File: config.mk
export PLATFORM = sky130hd
export DESIGN_NAME = osc_div_unit
export DESIGN_NICKNAME = d
export VERILOG_FILES = /design/src/hdl/osc_pkg.sv /design/src/hdl/osc_div_unit.sv
export SDC_FILE = /design/constraint.sdc
export NUM_CORES = 1
export LEC_CHECK = 0
export BUFFER_PORTS_ARGS = -buffer_cell sky130_fd_sc_hd__buf_4
export CORE_MARGIN = 5
export CORE_UTILIZATION = 35
export CTS_CLUSTER_SIZE = 8
export DETAILED_ROUTE_END_ITERATION = 10
export GPL_ROUTABILITY_DRIVEN = 0
export PLACE_DENSITY = 0.7
export RECOVER_POWER = 25
export SLEW_MARGIN = 20
export SYNTH_ARGS = -nofsm -noshare
export SYNTH_HDL_FRONTEND = slang
export SYNTH_SLANG_ARGS = --single-unit
File: constraint.sdc
create_clock -name clk_i -period 2.2 [get_ports clk_i]
set_input_delay 0.22 -clock clk_i [delete_from_list [all_inputs] [get_ports clk_i]]
set_output_delay 0.22 -clock clk_i [all_outputs]
set_load 0.05 [all_outputs]
File: src/hdl/osc_pkg.sv
// ----------------------------------------------------------------------------
// osc_pkg: shared types and constants for the slot contention resolver
// Widths, codes, divider request/response structs and sequencer states.
// ----------------------------------------------------------------------------
package osc_pkg;

  // default size of the channel busy map
  localparam int unsigned CHANNEL_COUNT_DEF = 16384;

  // field widths
  localparam int unsigned RACK_W    = 12;
  localparam int unsigned TX_W      = 3;
  localparam int unsigned OCNT_W    = 3;
  localparam int unsigned APN_W     = 16;
  localparam int unsigned REL_W     = 14;
  localparam int unsigned STATUS_W  = 2;
  localparam int unsigned IN_PORT_W = 9;
  localparam int unsigned OUT_PORT_W = 10;
  localparam int unsigned CHAN_W    = 14;

  // configuration register widths
  localparam int unsigned RADIX_W = 7;
  localparam int unsigned NTX_W   = 4;
  localparam int unsigned GROUP_W = 7;
  localparam int unsigned CFG_IDX_W  = 2;
  localparam int unsigned CFG_DATA_W = 7;

  // internal widths: raw port sums and the unmasked channel
  localparam int unsigned PORT_RAW_W = 11;
  localparam int unsigned CHAN_RAW_W = 16;
  localparam int unsigned CMP_W      = 17;

  // shared divider
  localparam int unsigned DIVIDEND_W  = 12;
  localparam int unsigned DIVISOR_W   = 7;
  localparam int unsigned DIV_STEPS_W = $clog2(DIVIDEND_W + 1);
  localparam logic [DIV_STEPS_W-1:0] FULL_STEPS = DIV_STEPS_W'(DIVIDEND_W);
  localparam logic [DIV_STEPS_W-1:0] SLOT_STEPS = DIV_STEPS_W'(DIVISOR_W);

  // register indexes
  localparam logic [CFG_IDX_W-1:0] CFG_RADIX = 2'd0;
  localparam logic [CFG_IDX_W-1:0] CFG_NTX   = 2'd1;
  localparam logic [CFG_IDX_W-1:0] CFG_GROUP = 2'd2;

  // reset values
  localparam logic [RADIX_W-1:0] RADIX_RST = 7'd4;
  localparam logic [NTX_W-1:0]   NTX_RST   = 4'd1;
  localparam logic [GROUP_W-1:0] GROUP_RST = 7'd1;

  // opcodes
  localparam logic OP_ARRIVAL = 1'b0;
  localparam logic OP_RELEASE = 1'b1;

  // result status codes
  localparam logic [STATUS_W-1:0] STATUS_GRANT = 2'd0;
  localparam logic [STATUS_W-1:0] STATUS_BUSY  = 2'd1;
  localparam logic [STATUS_W-1:0] STATUS_RANGE = 2'd2;

  typedef struct packed {
    logic                   start;
    logic [DIVIDEND_W-1:0]  dividend;
    logic [DIVISOR_W-1:0]   divisor;
    logic [DIV_STEPS_W-1:0] steps;
  } osc_div_req_t;

  typedef struct packed {
    logic                  done;
    logic [DIVIDEND_W-1:0] quotient;
    logic [DIVISOR_W-1:0]  remainder;
  } osc_div_rsp_t;

  typedef enum logic [3:0] {
    S_CLEAR,
    S_IDLE,
    S_REL,
    S_DIV_PREV,
    S_DIV_NEXT,
    S_DIV_SLOT,
    S_MUL1,
    S_MUL2,
    S_SUM,
    S_READ,
    S_RESP
  } osc_state_e;

endpackage

File: src/hdl/osc_div_unit.sv
// ----------------------------------------------------------------------------
// osc_div_unit: shared restoring divider
// One quotient bit per cycle; dividend is MSB aligned, steps sets its length.
// ----------------------------------------------------------------------------
module osc_div_unit (
  input  logic                  clk_i,
  input  logic                  rst_ni,
  input  osc_pkg::osc_div_req_t req_i,
  output osc_pkg::osc_div_rsp_t rsp_o
);
  import osc_pkg::*;

  logic                   run_q, run_d;
  logic                   done_q, done_d;
  logic [DIV_STEPS_W-1:0] cnt_q, cnt_d;
  logic [DIVIDEND_W-1:0]  quo_q, quo_d;
  logic [DIVISOR_W-1:0]   rem_q, rem_d;
  logic [DIVISOR_W-1:0]   dsr_q, dsr_d;
  logic [DIVISOR_W:0]     trial;
  logic [DIVISOR_W:0]     diff;
  logic                   ge;

  assign trial = {rem_q, quo_q[DIVIDEND_W-1]};
  assign ge    = trial >= {1'b0, dsr_q};
  assign diff  = trial - {1'b0, dsr_q};

  always_comb begin
    run_d  = run_q;
    done_d = 1'b0;
    cnt_d  = cnt_q;
    quo_d  = quo_q;
    rem_d  = rem_q;
    dsr_d  = dsr_q;
    if (req_i.start) begin
      run_d = 1'b1;
      cnt_d = req_i.steps;
      quo_d = req_i.dividend;
      rem_d = '0;
      dsr_d = req_i.divisor;
    end else if (run_q) begin
      // remainder stays below the divisor, so 7 bits hold it either way
      rem_d = ge ? diff[DIVISOR_W-1:0] : trial[DIVISOR_W-1:0];
      quo_d = {quo_q[DIVIDEND_W-2:0], ge};
      cnt_d = cnt_q - 1'b1;
      if (cnt_q == DIV_STEPS_W'(1)) begin
        run_d  = 1'b0;
        done_d = 1'b1;
      end
    end
  end

  always_ff @(posedge clk_i or negedge rst_ni) begin
    if (!rst_ni) begin
      run_q  <= 1'b0;
      done_q <= 1'b0;
      cnt_q  <= '0;
    end else begin
      run_q  <= run_d;
      done_q <= done_d;
      cnt_q  <= cnt_d;
    end
  end

  always_ff @(posedge clk_i) begin
    quo_q <= quo_d;
    rem_q <= rem_d;
    dsr_q <= dsr_d;
  end

  assign rsp_o.done      = done_q;
  assign rsp_o.quotient  = quo_q;
  assign rsp_o.remainder = rem_q;

endmodule

==> results.toml, run 1 <==
[timing]
min_period_ns = 2.018
period_share_pct = 91.72
max_slew_margin_pct = 41.29
final_max_slew_viol_count = 0
fmax_ghz = 0.4956
worst_slew_pin_slew_ns = 0.8807
fin_skew_ns = 0.003461
setup-violations-final = 0
hold_viol_final = 0
grt_setup_unrepaired = "false"

[critical_path]
critPathLaunchType = "register"
critical_path_class = "reg -> reg"
worst_ep_required_time_ns = 2.23
worstPathArrival_ns = 2.05
end_kind = "register"
crit_fanout = 9

[route]
post_drt_via_cell_ratio = 4.941
routedWlPerCell_um = 13.03
antenna_left = 0
drtPass1Iterations = 4
drt_iter0_markers = 77
vias = 1413
routed_wl_mm = 3.726
drc = 0

[placed_design]
dpl_cell_area_um2 = 2266
portBuffers = 45
hpwl_mm = 2.774
dp_cells = 277

[cells_and_area]
nFillCells = 492
area_delta_synth_final_pct = 25.70
multi_input_area_um2 = 919.6
layout.area.seq_um2 = 860.8
layout.nets = 251
layout-drive-gt1-share_pct = 37.50
final_cells = 286
n_antenna_cell = 0
final_area_um2 = 2362

[clock_tree]
clock-sinks = 32
clockBufferDepth = 2
clkTransAtPathRegs_ns = 0.07
htreeDepth = 2
tritoncts = "done"
cts_buffers = 5
insertion_delay_ns = 0.28
clock_tree.root_cell = "clkbuf_8"

[global_routing]
grt_util_all_layers_pct = 11.19
grt_pass1_vias = 1385
antenna_found_initial = 0
grt_first_pass_wirelength_mm = 6.403
overflow = 0
grt_max_degree = 44

[synth]
yosysMostFrequentCell = "edfxtp_1"
async_reset_ff_share_pct = 18.75
synth_common_cells = "edfxtp_1 (19), nand2_1 (15), mux2_2 (13)"
synth_area_leader_cell = "edfxtp_1"
synthDominantCellAreaShare_pct = 30.36
syn_area_um2 = 1879
synthesis.nets = 206
synth-main-ff-cell = "edfxtp_1"
yosysWarnings = 0
synth_area_leaders = "edfxtp_1 (30%), dfrtp_1 (8.0%), mux2_2 (7.8%)"
ys_seq_elements = 32
synth_seq_area_share_pct = 45.81
syn_area_per_cell_um2 = 11.05
ys_types = 49
synth_edf_count = 19
syn_inst = 170

[power]
switching_share_pct = 43.47
irDropWorstVdd_uv = 651.9
switchingPower_mw = 1.262
combinationalPowerShare_pct = 52.4
internal_power_mw = 1.640
p_per_area_nw_per_um2 = 1228
power_frac_seq_pct = 31.2
clockPowerShare_pct = 16.4
p_leak_nw = 1.019

[floorplan]
pin_count = 46
rows = 26
start_util_pct = 36.33
die_x_um = 83.28
die_area_um2 = 6935
core-area_um2 = 5172
die_y_um = 83.28

[run]
maxCapViolations = 0

[run_status]
status = "completed"

[min_path]
hold_path.class = "in -> reg"
final timing paths:
kind	startpoint	end	slack (ns)	depth (start not counted)
max	rem_q[5]	quo_q[0]	0.18	5
min	req_i[9]	dsr_q[5]	0.13	1
max reg2reg	rem_q[5]	quo_q[0]	0.18	5
min reg2reg	rem_q[2]	rem_q[2]	0.55	2
max in group asynchronous	rst_ni	run_q	1.62	2
min in group asynchronous	rst_ni	cnt_q[1]	0.34	2
per-stage QoR:
step | TNS [ns] | hold slack [ns] | setup slack (ns) | total power [mW] | util, %
after floorplan | -0.06508 | -0.07559 | -0.06087 | 2.086 | -
after global placement | 0 | 0.03192 | 0.2566 | 2.430 | 43.81
after detailed placement | 0 | 0.03389 | 0.2135 | 2.441 | 43.81
after CTS | 0 | 0.1004 | 0.2037 | 2.933 | 45.79
after global routing | 0 | 0.1147 | 0.08863 | 3.100 | 45.67
final | 0 | 0.1331 | 0.1822 | 2.902 | 45.67
power groups by stage:
stage	combinational (mW)	sequential (mW)	clock, mW
6_report	1.52	0.906	0.475
5_1_grt	1.65	0.927	0.525
4_1_cts	1.53	0.910	0.494
3_5_place_dp	1.52	0.918	0
3_3_place_gp	1.51	0.920	0
2_1_floorplan	0.832	1.25	0
state kept, by name, summed over array words and instances, names as in the netlist:
signal  cells
rem_q       7
run_q       1
done_q      1
cnt_q       4
dsr_q       7
quo_q      12
cells in the final DEF, fill, tap and decap left out, types with 3 or more instances in the layout:
| cell | instances |
|---|---|
| buf_4 | 38 |
| edfxtp_1 | 19 |
| nor3b_1 | 6 |
| inv_1 | 12 |
| a41oi_1 | 3 |
| ha_1 | 8 |
| o21ai_0 | 5 |
| dfrtp_1 | 6 |
| mux2_2 | 13 |
| nand2b_1 | 3 |
| xnor2_1 | 3 |
| clkbuf_4 | 7 |
| clkbuf_8 | 6 |
| o311ai_1 | 3 |
| o31ai_1 | 3 |
| dfxtp_1 | 7 |
| nor2_1 | 11 |
| nand2_1 | 15 |
per-layer routing:
layer | wire (um) | GRT usage [%] | vias to the layer above
met1 | 1660 | 13.60 | 651
li1 | - | - | 713
met2 | 1753 | 18.22 | 40
met3 | 217 | 3.960 | 9
met5 | 0 | 0 | -
met4 | 93 | 4.012 | 0
worst max-delay path, stage by stage, from the launching register on:
cell and delay (ns):
dfxtp_1 0.34, ha_1 0.42, a211oi_2 0.27, and2_1 0.31
nand3_2 0.15, mux2_2 0.28
cell families (layout without fill, tap and decap cells):
kind of cell             count (synthesis)  after routing  share of synthesized area [%]
AND/OR/NAND/NOR                         56             56                          17.04
AO/OA/AOI/OAI                           32             32                          14.18
flip-flops                              32             32                          45.81
buffers and inverters                   22             68                          5.792
multiplexers                            13             13                          7.790
adder cells (fa/ha/maj)                 10             10                          7.057
XOR/XNOR                                 5              5                          2.331
cell type report:
class / count / share of cell area, %
clock inverters: 1 / 0.2648
well taps: 70 / 3.708
repair buffers: 48 / 15.10
inverters: 12 / 1.907
multi-input cells: 116 / 38.93
flip-flops and latches: 32 / 36.44
clock buffers: 7 / 3.655
what timing repair did:
item,CTS,global route
resized for setup,0,0
setup buffers,0,0
endpoints found under the hold margin,6,0
hold buffers,1,0
Power figures use the tool's default switching activity.
==> inputs of run 2 (changes only) <==
--- a/config.mk
+++ b/config.mk
@@ -10,9 +10,9 @@
 export CORE_UTILIZATION = 35
 export CTS_CLUSTER_SIZE = 8
 export DETAILED_ROUTE_END_ITERATION = 10
-export GPL_ROUTABILITY_DRIVEN = 0
 export PLACE_DENSITY = 0.7
 export RECOVER_POWER = 25
+export REMOVE_ABC_BUFFERS = 1
 export SLEW_MARGIN = 20
 export SYNTH_ARGS = -nofsm -noshare
 export SYNTH_HDL_FRONTEND = slang
==> run 2 against run 1 <==
  * Utilization rose by 0.19 points
  * Largest power group unchanged
  * Sequential share of layout area fell by 0.15 points
  * Setup slack got worse by 0.074 ns
  * Critical path depth rose by 2
  * Critical path type unchanged
==> results.toml, run 2 (synthesis results as in run 1) <==
[critical_path]
worst_ep_required_time_ns = 2.37
cp_num_buf_inv = 1
path_delay_family = "compound AO/OA/AOI/OAI gates"
crit_fanout = 7
critPathMaxStageDelay_ns = 0.39
path_cells = "inv_1, ha_1, fa_1, nand2b_4, a211o_4, a41o_1, a31o_1"
cpMaxStageDelayCell = "fa_1"
critPathLaunchType = "register"
cp.depth = 7
worstPathArrival_ns = 2.26
end_kind = "register"
reg2regPathDepth = 7
critical_path_class = "reg -> reg"

[global_routing]
grt_first_pass_wirelength_mm = 6.803
grt_util_met1_pct = 16.38
overflow = 0
use_met2_pct = 17.35
met3_usage_pct = 3.564
grt_max_degree = 44
grt_pass1_vias = 1407
busiest_layer = "met2"
antenna_found_initial = 0
grt_util_all_layers_pct = 11.69

[cells_and_area]
mostFrequentLayoutCells = "buf_4 (38), edfxtp_1 (19), nand2_1 (15)"
n_antenna_cell = 0
post-route-util_pct = 45.86
largestRegisters = "quo_q x12, dsr_q x7, rem_q x7"
nFillCells = 486
largest-register = "quo_q"
layout.nets = 251
area_delta_synth_final_pct = 26.23
layout_commonest_cell = "buf_4"
largest_register_ffs = 12
layout-drive-gt1-share_pct = 36.57

[route]
routed_wl_mm = 4.028
vias = 1430
post_drt_via_cell_ratio = 5.000
drt_iter0_markers = 97
routedWlPerCell_um = 14.08
drc = 0
drtPass1Iterations = 4
antenna_left = 0

[timing]
fin_skew_ns = 0.004694
min_period_ns = 2.092
max_slew_margin_pct = 39.19
finalSetupTns_ns = 0
final_max_slew_viol_count = 0
setup-violations-final = 0
hold_viol_final = 0
worst_slew_pin_slew_ns = 0.9121
period_share_pct = 95.10
fmax_ghz = 0.4780
grt_setup_unrepaired = "false"

[clock_tree]
insertion_delay_ns = 0.28
clock-sinks = 32
cts_buffers = 5
clkTransAtPathRegs_ns = 0.07
clock_tree.root_cell = "clkbuf_8"
tritoncts = "done"
clockBufferDepth = 2
htreeDepth = 2

[min_path]
hold_path.class = "in -> reg"
min_path_cells = 1

[power]
p_leak_nw = 1.027
power_frac_seq_pct = 30.7
combinationalPowerShare_pct = 50.8
irDropWorstVdd_uv = 727.2
switchingPower_mw = 1.277
clockPowerShare_pct = 18.5
switching_share_pct = 42.60
p_per_area_nw_per_um2 = 1264
internal_power_mw = 1.721

[floorplan]
core-area_um2 = 5172
rows = 26
die_y_um = 83.28
die_x_um = 83.28
die_area_um2 = 6935
pin_count = 46
start_util_pct = 36.33

[placed_design]
gp_congestion = 0.8799
portBuffers = 45
hpwl_mm = 2.917

[run_status]
status = "completed"

[run]
maxCapViolations = 0
-- run 2: cell count changes in the layout (fill, tap and decap cells not counted) --
cell       previous run  this run
bufinv_16             0         1
clkbuf_8              6         5
clkinv_2              0         1
fa_1                  0         1
fa_2                  1         0
ha_1                  8         9
ha_2                  1         0
inv_4                 1         0
-- run 2: path summary, 6_finish.rpt --
check	from	endpoint	slack, ns
worst min register to register	rem_q[0]	rem_q[1]	0.53
min in group asynchronous	rst_ni	cnt_q[2]	0.34
worst max-delay path	quo_q[11]	rem_q[4]	0.11
worst max register to register	quo_q[11]	rem_q[4]	0.11
worst min-delay path	req_i[4]	dsr_q[0]	0.14
max in group asynchronous	rst_ni	cnt_q[1]	1.62
-- run 2: power by group through the flow --
| stage | combinational [mW] | sequential [mW] | clock, mW |
|---|---|---|---|
| 6_report | 1.52 | 0.919 | 0.555 |
| 3_3_place_gp | 1.49 | 0.928 | 0 |
| 2_1_floorplan | 0.742 | 1.27 | 0 |
| 3_5_place_dp | 1.51 | 0.929 | 0 |
| 4_1_cts | 1.51 | 0.920 | 0.568 |
| 5_1_grt | 1.64 | 0.940 | 0.602 |
-- run 2: final cells by class --
cell class | count | area (um^2) | share of cell area (%)
sequential | 32 | 860.8 | 36.29
inverter | 12 | 45.04 | 1.899
multi-input combinational | 116 | 914.6 | 38.55
timing repair buffer | 48 | 356.6 | 15.03
tap | 70 | 87.58 | 3.692
clock buffer | 6 | 72.57 | 3.059
clock inverter | 2 | 35.03 | 1.477
-- run 2: metal layers --
metal,part of all wire [%],routed length [um]
met4,1.1,46
met2,45,1826
met3,6.0,241
met5,0,0
met1,47,1912
-- run 2: worst reg2reg max path: cells and delay by family (launching register included) --
family / cells / cell delay, ns
AOI/OAI and AO/OA: 3 / 0.78
adders and majority gates: 2 / 0.61
buffers and inverters: 1 / 0.05
DFF: 1 / 0.37
and+or+nand+nor: 1 / 0.18
-- run 2: through the flow --
step	power (mW)	cells	area, um^2	setup slack, ns	hold WS (ns)
6_report	2.998	286	2372	0.1078	0.1368
5_1_grt	3.185	286	2372	0.03157	0.1244
4_1_cts	3.002	285	2366	0.05721	0.1062
3_5_place_dp	2.435	276	2248	0.07419	0.03220
3_3_place_gp	2.419	276	2248	0.09577	0.03188
2_1_floorplan	2.008	160	1815	-0.2066	-0.07559
-- run 2: what timing repair did --
action                                  CTS  global route
endpoints found under the setup margin    0             3
resized for setup                         0             2
buffers inserted                          0             1
endpoints found under the hold margin     6             0
hold buffers                              1             0
